## config.mk

```make
export PLATFORM = sky130hd
export DESIGN_NAME = smallest_first_request_queue_flat
export DESIGN_NICKNAME = d
export VERILOG_FILES = /design/src/hdl/sfq_pkg.sv /design/src/hdl/sfq_ifs.sv /design/src/hdl/smallest_first_request_queue.sv /design/src/hdl/sfq_cell.sv /design/src/hdl/sfq_cfg.sv /design/src/flat_wrapper.sv
export SDC_FILE = /design/constraint.sdc
export NUM_CORES = 2
export LEC_CHECK = 0
export BUFFER_PORTS_ARGS = -buffer_cell sky130_fd_sc_hd__buf_2
export CAP_MARGIN = 20
export CORE_MARGIN = 5
export CORE_UTILIZATION = 45
export DETAILED_ROUTE_END_ITERATION = 6
export GPL_TIMING_DRIVEN = 0
export PLACE_DENSITY = 0.65
export SYNTH_ARGS = -nofsm -noshare
export SYNTH_HDL_FRONTEND = slang
export SYNTH_SLANG_ARGS = --single-unit
```

## constraint.sdc

```tcl
create_clock -name clk -period 18.65 [get_ports clk]
set_input_delay 3.73 -clock clk [delete_from_list [all_inputs] [get_ports clk]]
set_output_delay 3.73 -clock clk [all_outputs]
set_load 0.05 [all_outputs]
```

## src/hdl/sfq_pkg.sv

```systemverilog
// Shared constants and types of the smallest-first request queue.
`default_nettype none

package sfq_pkg;

	// Default sizes.
	localparam int DEPTH    = 16;
	localparam int KEY_BITS = 32;
	localparam int TAG_BITS = 16;

	// Fixed field widths.
	localparam int CAP_W    = 5;
	localparam int OCC_W    = 5;
	localparam int STATUS_W = 2;
	localparam int PADDR_W  = 3;
	localparam int PDATA_W  = 32;

	// Capacity after reset.
	localparam logic [CAP_W-1:0] CAP_RESET = 5'd16;

	// Register index of the capacity register.
	localparam logic REG_CAPACITY = 1'b0;

	// Operation codes.
	localparam logic OP_INSERT = 1'b0;
	localparam logic OP_REMOVE = 1'b1;

	// Result status codes.
	typedef logic [STATUS_W-1:0] status_t;
	localparam status_t ST_DONE  = 2'd0;
	localparam status_t ST_FULL  = 2'd1;
	localparam status_t ST_EMPTY = 2'd2;

	// Command broadcast to every cell of the row.
	typedef struct packed {
		logic ins;
		logic rem;
	} cell_cmd_t;

endpackage

`default_nettype wire

```

## src/hdl/sfq_ifs.sv

```systemverilog
// Valid/ready channel interfaces for requests and results.
`default_nettype none

interface sfq_in_if #(
	parameter int KEY_BITS = sfq_pkg::KEY_BITS,
	parameter int TAG_BITS = sfq_pkg::TAG_BITS
) ();
	logic                valid;
	logic                ready;
	logic                operation;
	logic [KEY_BITS-1:0] key;
	logic [TAG_BITS-1:0] tag;

	modport source (output valid, output operation, output key, output tag, input ready);
	modport sink   (input valid, input operation, input key, input tag, output ready);
endinterface

interface sfq_out_if #(
	parameter int KEY_BITS = sfq_pkg::KEY_BITS,
	parameter int TAG_BITS = sfq_pkg::TAG_BITS
) ();
	logic                         valid;
	logic                         ready;
	logic [sfq_pkg::STATUS_W-1:0] status;
	logic [KEY_BITS-1:0]          out_key;
	logic [TAG_BITS-1:0]          out_tag;
	logic [sfq_pkg::OCC_W-1:0]    occupancy;

	modport source (output valid, output status, output out_key, output out_tag,
		output occupancy, input ready);
	modport sink   (input valid, input status, input out_key, input out_tag,
		input occupancy, output ready);
endinterface

`default_nettype wire

```

## src/hdl/smallest_first_request_queue.sv

```systemverilog
// Top level of the smallest-first request queue: a row of sorted cells and the result register.
//
//  Channel  Direction  Carries                                   Transfer when
//  in_ch    sink       operation, key, tag                       valid && ready
//  out_ch   source     status, out_key, out_tag, occupancy       valid && ready
//  APB      slave      capacity register at byte address 0       psel && penable && pwrite
//
// One request is taken per cycle. The whole row of cells updates at the edge that
// accepts the request, and the result is registered at that same edge, so the
// result appears in the next cycle. A request is taken while the result register is
// empty or its result is transferred in the same cycle; a stalled result holds.
// Reset empties every cell and sets the capacity to 16.
`default_nettype none

module smallest_first_request_queue #(
	parameter int DEPTH    = sfq_pkg::DEPTH,
	parameter int KEY_BITS = sfq_pkg::KEY_BITS,
	parameter int TAG_BITS = sfq_pkg::TAG_BITS
) (
	input  wire logic                        clk,
	input  wire logic                        arst_n,
	input  wire logic                        psel,
	input  wire logic                        penable,
	input  wire logic                        pwrite,
	input  wire logic [sfq_pkg::PADDR_W-1:0] paddr,
	input  wire logic [sfq_pkg::PDATA_W-1:0] pwdata,
	output logic      [sfq_pkg::PDATA_W-1:0] prdata,
	output logic                             pready,
	sfq_in_if.sink                           in_ch,
	sfq_out_if.source                        out_ch
);

	localparam int CAP_W = sfq_pkg::CAP_W;
	localparam int OCC_W = sfq_pkg::OCC_W;
	localparam int CNT_W = $clog2(DEPTH + 1);
	localparam int EW    = ((CAP_W > CNT_W) ? CAP_W : CNT_W) + 1;

	logic [CAP_W-1:0]    capacity;
	logic [CNT_W-1:0]    count_q;
	logic [CNT_W-1:0]    count_next;
	logic [EW-1:0]       cap_ext;
	logic [EW-1:0]       eff_cap;
	logic                full;
	logic                empty;
	logic                in_fire;
	sfq_pkg::cell_cmd_t  cmd;
	sfq_pkg::status_t    status_next;

	logic                out_valid_q;
	sfq_pkg::status_t    status_q;
	logic [KEY_BITS-1:0] out_key_q;
	logic [TAG_BITS-1:0] out_tag_q;
	logic [OCC_W-1:0]    occ_q;

	logic                c_valid [DEPTH];
	logic                c_le    [DEPTH];
	logic [KEY_BITS-1:0] c_key   [DEPTH];
	logic [TAG_BITS-1:0] c_tag   [DEPTH];

	// Configuration registers.
	sfq_cfg u_cfg (
		.clk      (clk),
		.arst_n   (arst_n),
		.psel     (psel),
		.penable  (penable),
		.pwrite   (pwrite),
		.paddr    (paddr),
		.pwdata   (pwdata),
		.prdata   (prdata),
		.pready   (pready),
		.capacity (capacity)
	);

	// Effective capacity: zero acts as one, anything above the depth as the depth.
	assign cap_ext = EW'(capacity);
	always_comb begin
		priority if (capacity == '0) begin
			eff_cap = EW'(1);
		end else if (cap_ext > EW'(DEPTH)) begin
			eff_cap = EW'(DEPTH);
		end else begin
			eff_cap = cap_ext;
		end
	end

	assign full  = (EW'(count_q) >= eff_cap);
	assign empty = (count_q == '0);

	// Request handshake: the result register is free or drains this cycle.
	assign in_ch.ready = !out_valid_q || out_ch.ready;
	assign in_fire     = in_ch.valid && in_ch.ready;

	// Command to the row and the next count and status.
	always_comb begin
		cmd         = '0;
		count_next  = count_q;
		status_next = sfq_pkg::ST_DONE;
		unique case (in_ch.operation)
			sfq_pkg::OP_INSERT: begin
				if (full) begin
					status_next = sfq_pkg::ST_FULL;
				end else begin
					cmd.ins    = in_fire;
					count_next = count_q + CNT_W'(1);
				end
			end
			sfq_pkg::OP_REMOVE: begin
				if (empty) begin
					status_next = sfq_pkg::ST_EMPTY;
				end else begin
					cmd.rem    = in_fire;
					count_next = count_q - CNT_W'(1);
				end
			end
			default: begin
				cmd = '0;
			end
		endcase
	end

	// Row of cells, head at index zero.
	for (genvar i = 0; i < DEPTH; i++) begin : g_cell
		logic                p_valid;
		logic                p_le;
		logic [KEY_BITS-1:0] p_key;
		logic [TAG_BITS-1:0] p_tag;
		logic                n_valid;
		logic [KEY_BITS-1:0] n_key;
		logic [TAG_BITS-1:0] n_tag;

		if (i == 0) begin : g_head
			assign p_valid = 1'b1;
			assign p_le    = 1'b1;
			assign p_key   = in_ch.key;
			assign p_tag   = in_ch.tag;
		end else begin : g_mid
			assign p_valid = c_valid[i-1];
			assign p_le    = c_le[i-1];
			assign p_key   = c_key[i-1];
			assign p_tag   = c_tag[i-1];
		end

		if (i == DEPTH - 1) begin : g_tail
			assign n_valid = 1'b0;
			assign n_key   = c_key[i];
			assign n_tag   = c_tag[i];
		end else begin : g_body
			assign n_valid = c_valid[i+1];
			assign n_key   = c_key[i+1];
			assign n_tag   = c_tag[i+1];
		end

		sfq_cell #(
			.KEY_BITS (KEY_BITS),
			.TAG_BITS (TAG_BITS)
		) u_cell (
			.clk        (clk),
			.arst_n     (arst_n),
			.cmd        (cmd),
			.in_key     (in_ch.key),
			.in_tag     (in_ch.tag),
			.prev_valid (p_valid),
			.prev_le    (p_le),
			.prev_key   (p_key),
			.prev_tag   (p_tag),
			.next_valid (n_valid),
			.next_key   (n_key),
			.next_tag   (n_tag),
			.valid      (c_valid[i]),
			.le         (c_le[i]),
			.key        (c_key[i]),
			.tag        (c_tag[i])
		);
	end

	// Entry count.
	always_ff @(posedge clk or negedge arst_n) begin
		if (!arst_n) begin
			count_q <= '0;
		end else if (in_fire) begin
			count_q <= count_next;
		end
	end

	// Result valid flag.
	always_ff @(posedge clk or negedge arst_n) begin
		if (!arst_n) begin
			out_valid_q <= 1'b0;
		end else if (in_fire) begin
			out_valid_q <= 1'b1;
		end else if (out_ch.ready) begin
			out_valid_q <= 1'b0;
		end
	end

	// Result payload; a removed entry is read from the head cell.
	always_ff @(posedge clk) begin
		if (in_fire) begin
			status_q <= status_next;
			occ_q    <= OCC_W'(count_next);
			if (cmd.rem) begin
				out_key_q <= c_key[0];
				out_tag_q <= c_tag[0];
			end else begin
				out_key_q <= '0;
				out_tag_q <= '0;
			end
		end
	end

	assign out_ch.valid     = out_valid_q;
	assign out_ch.status    = status_q;
	assign out_ch.out_key   = out_key_q;
	assign out_ch.out_tag   = out_tag_q;
	assign out_ch.occupancy = occ_q;

endmodule

`default_nettype wire

```

## src/hdl/sfq_cell.sv

```systemverilog
// One slot of the sorted row: holds an entry and trades it with its neighbors.
`default_nettype none

module sfq_cell #(
	parameter int KEY_BITS = sfq_pkg::KEY_BITS,
	parameter int TAG_BITS = sfq_pkg::TAG_BITS
) (
	input  wire logic                clk,
	input  wire logic                arst_n,
	input  wire sfq_pkg::cell_cmd_t  cmd,
	input  wire logic [KEY_BITS-1:0] in_key,
	input  wire logic [TAG_BITS-1:0] in_tag,
	input  wire logic                prev_valid,
	input  wire logic                prev_le,
	input  wire logic [KEY_BITS-1:0] prev_key,
	input  wire logic [TAG_BITS-1:0] prev_tag,
	input  wire logic                next_valid,
	input  wire logic [KEY_BITS-1:0] next_key,
	input  wire logic [TAG_BITS-1:0] next_tag,
	output logic                     valid,
	output logic                     le,
	output logic [KEY_BITS-1:0]      key,
	output logic [TAG_BITS-1:0]      tag
);

	logic                valid_q;
	logic [KEY_BITS-1:0] key_q;
	logic [TAG_BITS-1:0] tag_q;
	logic                moves;

	// The entry stays in place when its key is not above the new key.
	assign le    = valid_q && (key_q <= in_key);
	assign moves = !le;

	// Occupancy of the slot.
	always_ff @(posedge clk or negedge arst_n) begin
		if (!arst_n) begin
			valid_q <= 1'b0;
		end else if (cmd.ins) begin
			if (moves) begin
				valid_q <= valid_q || prev_valid;
			end
		end else if (cmd.rem) begin
			valid_q <= next_valid;
		end
	end

	// Entry payload: on insert take the new entry or the left neighbor's, on remove the right one's.
	always_ff @(posedge clk) begin
		if (cmd.ins) begin
			if (moves) begin
				if (prev_le) begin
					key_q <= in_key;
					tag_q <= in_tag;
				end else begin
					key_q <= prev_key;
					tag_q <= prev_tag;
				end
			end
		end else if (cmd.rem) begin
			key_q <= next_key;
			tag_q <= next_tag;
		end
	end

	assign valid = valid_q;
	assign key   = key_q;
	assign tag   = tag_q;

endmodule

`default_nettype wire

```

## src/hdl/sfq_cfg.sv

```systemverilog
// APB-style configuration register file holding the queue capacity.
`default_nettype none

module sfq_cfg (
	input  wire logic                          clk,
	input  wire logic                          arst_n,
	input  wire logic                          psel,
	input  wire logic                          penable,
	input  wire logic                          pwrite,
	input  wire logic [sfq_pkg::PADDR_W-1:0]   paddr,
	input  wire logic [sfq_pkg::PDATA_W-1:0]   pwdata,
	output logic      [sfq_pkg::PDATA_W-1:0]   prdata,
	output logic                               pready,
	output logic      [sfq_pkg::CAP_W-1:0]     capacity
);

	localparam int CAP_W   = sfq_pkg::CAP_W;
	localparam int PDATA_W = sfq_pkg::PDATA_W;

	logic [CAP_W-1:0] capacity_q;
	logic             sel_cap;

	// Registers sit on 4-byte boundaries; the low address bits are ignored.
	assign sel_cap = (paddr[2] == sfq_pkg::REG_CAPACITY);
	assign pready  = 1'b1;

	// Capacity register, written in the access phase of a write transfer.
	always_ff @(posedge clk or negedge arst_n) begin
		if (!arst_n) begin
			capacity_q <= sfq_pkg::CAP_RESET;
		end else if (psel && penable && pwrite && pready && sel_cap) begin
			capacity_q <= pwdata[CAP_W-1:0];
		end
	end

	// Read data.
	always_comb begin
		prdata = '0;
		if (sel_cap) begin
			prdata = PDATA_W'(capacity_q);
		end
	end

	assign capacity = capacity_q;

endmodule

`default_nettype wire

```

## src/flat_wrapper.sv

```systemverilog
// flat-port wrapper written by rule: the top's interface ports become plain ports
module smallest_first_request_queue_flat 
#(
	parameter int DEPTH    = sfq_pkg::DEPTH,
	parameter int KEY_BITS = sfq_pkg::KEY_BITS,
	parameter int TAG_BITS = sfq_pkg::TAG_BITS
)
  (clk, arst_n, psel, penable, pwrite, paddr, pwdata, prdata, pready, in_ch_valid, in_ch_operation, in_ch_key, in_ch_tag, in_ch_ready, out_ch_valid, out_ch_status, out_ch_out_key, out_ch_out_tag, out_ch_occupancy, out_ch_ready);
  sfq_in_if #(.KEY_BITS(KEY_BITS), .TAG_BITS(TAG_BITS)) in_ch_i ();
  sfq_out_if #(.KEY_BITS(KEY_BITS), .TAG_BITS(TAG_BITS)) out_ch_i ();
  input  wire logic clk;
  input  wire logic arst_n;
  input  wire logic psel;
  input  wire logic penable;
  input  wire logic pwrite;
  input  wire logic [sfq_pkg::PADDR_W-1:0] paddr;
  input  wire logic [sfq_pkg::PDATA_W-1:0] pwdata;
  output logic      [sfq_pkg::PDATA_W-1:0] prdata;
  output logic pready;
  input wire logic [$bits(in_ch_i.valid)-1:0] in_ch_valid;
  input wire logic [$bits(in_ch_i.operation)-1:0] in_ch_operation;
  input wire logic [$bits(in_ch_i.key)-1:0] in_ch_key;
  input wire logic [$bits(in_ch_i.tag)-1:0] in_ch_tag;
  output wire logic [$bits(in_ch_i.ready)-1:0] in_ch_ready;
  output wire logic [$bits(out_ch_i.valid)-1:0] out_ch_valid;
  output wire logic [$bits(out_ch_i.status)-1:0] out_ch_status;
  output wire logic [$bits(out_ch_i.out_key)-1:0] out_ch_out_key;
  output wire logic [$bits(out_ch_i.out_tag)-1:0] out_ch_out_tag;
  output wire logic [$bits(out_ch_i.occupancy)-1:0] out_ch_occupancy;
  input wire logic [$bits(out_ch_i.ready)-1:0] out_ch_ready;
  assign in_ch_i.valid = in_ch_valid;
  assign in_ch_i.operation = in_ch_operation;
  assign in_ch_i.key = in_ch_key;
  assign in_ch_i.tag = in_ch_tag;
  assign in_ch_ready = in_ch_i.ready;
  assign out_ch_valid = out_ch_i.valid;
  assign out_ch_status = out_ch_i.status;
  assign out_ch_out_key = out_ch_i.out_key;
  assign out_ch_out_tag = out_ch_i.out_tag;
  assign out_ch_occupancy = out_ch_i.occupancy;
  assign out_ch_i.ready = out_ch_ready;
  smallest_first_request_queue #(.DEPTH(DEPTH), .KEY_BITS(KEY_BITS), .TAG_BITS(TAG_BITS)) u_core (.clk(clk), .arst_n(arst_n), .psel(psel), .penable(penable), .pwrite(pwrite), .paddr(paddr), .pwdata(pwdata), .prdata(prdata), .pready(pready), .in_ch(in_ch_i), .out_ch(out_ch_i));
endmodule
```

==> qor.csv <==
stage,metric,value,unit
synth,XOR/XNOR Fraction of Synth Area,0.0308,%
global_route,met2 usage,56.2,%
place,gpl congestion,1.01,
die,Die Height,366,um
detailed_routing,Routed WL,266,mm
synth,"count leader, synth",nand2_1,
synth,most frequent cells after synthesis,"nand2_1, edfxtp_1, a221o_1",
clock_network,CTS Buf Count,101,
detailed_routing,vias,53900,
synth,Synth Register Bits,850,
power_and_ir_drop,VDD IR-drop max,85.9,uV
timing,min cycle time layout,9.97,ns
setup_path,critical path endpoint category,flop,
die,Initial Utilization,45.3,%
die,core footprint,126000,um^2
setup_path,FF-to-FF setup slack,13.06,ns
synth,post-synthesis mux area share,1.05,%
timing,Fin. Hold Viols,0,
power_and_ir_drop,Pwr Density,145,nW/um^2
place,dpl hpwl,198,mm
global_route,first-pass GRT wire length,367,mm
synth,Syn Area/Cell,9.87,um^2
global_route,pin count of the biggest net entering global routing,43,
die,# rows,130,
setup_path,Critical Path Start Type,input port,
detailed_routing,Detail Route Antenna Nets,0,
timing,RSZ-0062 raised after global routing,false,
timing,fmax,100,MHz
synth,Adder-Cell Fraction of Synth Area,11.4,%
setup_path,critical path's largest stage delay,0.79,ns
synth,simple logic cell fraction of the synthesized area,20.0,%
timing,Final Slew Violations,0,
global_route,GRT busiest layer,met2,
detailed_routing,Pre-antenna DRT Iters,7,
timing,final cycle utilization of the critical path,53.4,%
synth,ranking of synthesized cells by area,"edfxtp_1, ha_1, a221o_1, nand2_1, nand3b_1",
setup_path,Slowest cell on crit path,clkbuf_1,
synth,largest family of logic cells by synthesized area,simple AND/OR/NAND/NOR gates,
synth,cell area after synthesis,56900,um^2
synth,sequential-to-total area share from yosys stat,44.6,%
die,die width,366,um
timing,Slew headroom,7.40,%
timing,TNS Setup,0,ns
clock_network,CTS tree,built,
clock_network,post-CTS setup buffers,0,
setup_path,CP Capture Point,u_core.g_cell[13].u_cell.tag[9]$_DFFE_PP_,
synth,Synth Area in Compound Gates,18.1,%
setup_path,Worst R2R Start,u_core.g_cell[13].u_cell.key[31]$_DFFE_PP_,
clock_network,Root Buffer,clkbuf_16,
setup_path,Crit Path Class,input port to flop,
synth,ys async rst share,3.18,%
detailed_routing,Avg WL per Cell,34.2,um
global_route,GR Util All Layers,38.5,%
setup_path,CP Launch Point,in_ch_key[21],
synth,count of mapped cells out of synthesis,5768,
hold_path,Min-Delay Path Class,flop to flop,
clock_network,clock tree buffer depth,3,
timing,Finish-stage setup viols,0,
global_route,initial antenna violation count,20,
die,I/O Pins,181,
setup_path,RR Endpoint,u_core.g_cell[13].u_cell.tag[9]$_DFFE_PP_,
clock_network,Clock Latency Late Sink,0.75,ns
setup_path,Worst EP required,19.07,ns
synth,synth unique cells,61,
setup_path,Crit Path Max Fanout,18,
finish,Final Net Count,6641,
detailed_routing,DR iter-0 viols,8658,
finish,fillers,11400,
setup_path,"Arr. time, crit path",10.39,ns
setup_path,worst path cell trace,"clkbuf_1, clkbuf_1, inv_1, ha_1, and4_1, nor4bb_1, nor2b_1, o31ai_1, and3_1, clkbuf_1, buf_2, buf_2, o21ai_4, buf_12, buf_12",
synth,YS warnings,0,
detailed_routing,Via density,6.93,
run,max cap viols,0,
synth,Yosys top cell area share,43.4,%
clock_network,Clock Pin Slew Worst Setup and Hold Paths,0.06,ns
synth,Main synth FF type,edfxtp_1,
synth,top cell type by total area after synthesis,edfxtp_1,
clock_network,clock sink count,850,
power_and_ir_drop,cell leakage power,26.8,nW
detailed_routing,Residual DRC,0,
synth,number of flops mapped to enable cells by yosys,823,
global_route,vias in the first global route,50200,
setup_path,R2R depth,12,
place,Port-buffer cells,75,
setup_path,most used cell along the critical path,clkbuf_1,
die,die area,134000,um^2
timing,worst hold slack,0.555,ns
outcome,status,finished clean,
finish,area grow syn2layout,12.7,%
clock_network,hold buffers post-CTS,0,
global_route,met1 GRT Util,48.8,%
timing,Slew @ Worst Pin,1.39,ns
global_route,M3 GR Usage,12.7,%
timing,Final Skew,0.0371,ns
global_route,GRT overflow,0,
clock_network,post_cts resized,0,
clock_network,H-tree depth,3,
finish,layout cells sized above 1,10.1,%
==> registers in the layout, indices dropped and copies added (netlist names), 5 cells and up <==
register                    flops
u_core.count_q                  5
u_core.g_cell.u_cell.key      512
u_core.g_cell.u_cell.tag      256
u_core.g_cell.u_cell.valid     16
u_core.out_ch.occupancy         5
u_core.out_ch.out_key          32
u_core.out_ch.out_tag          16
u_core.u_cfg.capacity           5
==> routing by layer <==
layer	routed length, um	up-vias
met5	64	-
met1	96600	26200
met4	21100	10
li1	-	22400
met3	38600	965
met2	110000	4363
==> per-stage QoR <==
| stage | worst slack [ns] | power [mW] | utilization (%) | cells | cell area, um^2 |
|---|---|---|---|---|---|
| final | 8.68 | 9.29 | 51.1 | 7780 | 64100 |
| after global placement | 1.42 | 6.93 | 47.3 | 7519 | 59400 |
| after detailed placement | 8.32 | 7.09 | 48.5 | 7573 | 60900 |
| after floorplan | 8.45 | 5.38 | - | 5794 | 57000 |
| after CTS | 9.05 | 9.05 | 51.0 | 7764 | 64100 |
| after global routing | 8.78 | 9.53 | 51.1 | 7773 | 64100 |
==> worst max-delay path, delay by kind of cell <==
kind            cells  cell delay, ns
compound gates      2            0.97
fa+ha+maj           1            0.55
buf+inv             8            3.56
simple gates        4            1.53
==> final cells by class <==
class / count / area (um^2) / share of cell area, %
multi-input cells: 4356 / 29200 / 45.6
flip-flops and latches: 850 / 25400 / 39.6
clock buffers: 139 / 2760 / 4.30
plain buffers: 509 / 2380 / 3.72
well taps: 1650 / 2060 / 3.22
repair buffers: 134 / 1560 / 2.44
clock inverters: 52 / 430 / 0.671
inverters: 79 / 297 / 0.462
diodes: 11 / 27.5 / 0.0429
==> cells in the final DEF, fill, tap and decap left out, types with 11 or more instances in the layout <==
cell,synthesis,routed
clkinv_1,0,13
clkinv_2,0,22
buf_12,0,18
nand3b_1,377,377
o221ai_4,0,11
diode_2,0,11
and4_1,43,43
a221oi_1,12,12
o21a_1,26,26
nand2_1,1380,1380
nand4_1,86,86
o21ai_0,100,95
ha_1,519,519
clkbuf_16,0,101
a2111o_1,12,12
mux2_2,53,53
o31ai_1,15,15
and3_1,58,58
o211ai_1,28,28
nor3_1,18,18
conb_1,2,28
inv_1,79,79
dfrtp_1,26,26
edfxtp_1,823,823
clkbuf_1,245,271
a221o_1,539,539
buf_2,184,262
buf_4,57,62
buf_16,0,23
nor2b_1,28,27
a22oi_1,11,11
a21oi_1,487,486
buf_1,20,20
nand3_1,172,172
a21o_1,80,80
nor2_1,180,180
==> cell families after synthesis <==
logic type	Yosys count
flops	850
simple gates	2385
fa+ha+maj	519
mux	53
buf+inv	588
xor+xnor	2
compound gates	1369
other cells	2
==> worst min-delay path by stage <==
stage / end / slack (ns) / startpoint / cells after the start
global placement: u_core.out_ch.valid$_DFFE_PN0P_ / 0.51 / u_core.out_ch.valid$_DFFE_PN0P_ / 2
floorplan: u_core.u_cfg.capacity[0]$_DFFE_PN0P_ / 0.49 / u_core.u_cfg.capacity[0]$_DFFE_PN0P_ / 1
CTS: u_core.out_ch.valid$_DFFE_PN0P_ / 0.56 / u_core.out_ch.valid$_DFFE_PN0P_ / 2
global route: u_core.g_cell[15].u_cell.tag[12]$_DFFE_PP_ / 0.59 / u_core.g_cell[14].u_cell.tag[12]$_DFFE_PP_ / 1
detailed placement: u_core.out_ch.valid$_DFFE_PN0P_ / 0.54 / u_core.out_ch.valid$_DFFE_PN0P_ / 2
finish: u_core.out_ch.valid$_DFFE_PN0P_ / 0.55 / u_core.out_ch.valid$_DFFE_PN0P_ / 2
==> power breakdown <==
part	switching (mW)	internal, mW	total, mW
registers	0.522	2.80	3.32
logic	2.66	1.31	3.97
clock network	0.908	1.09	2.00
(Power assumes the default switching activity.)
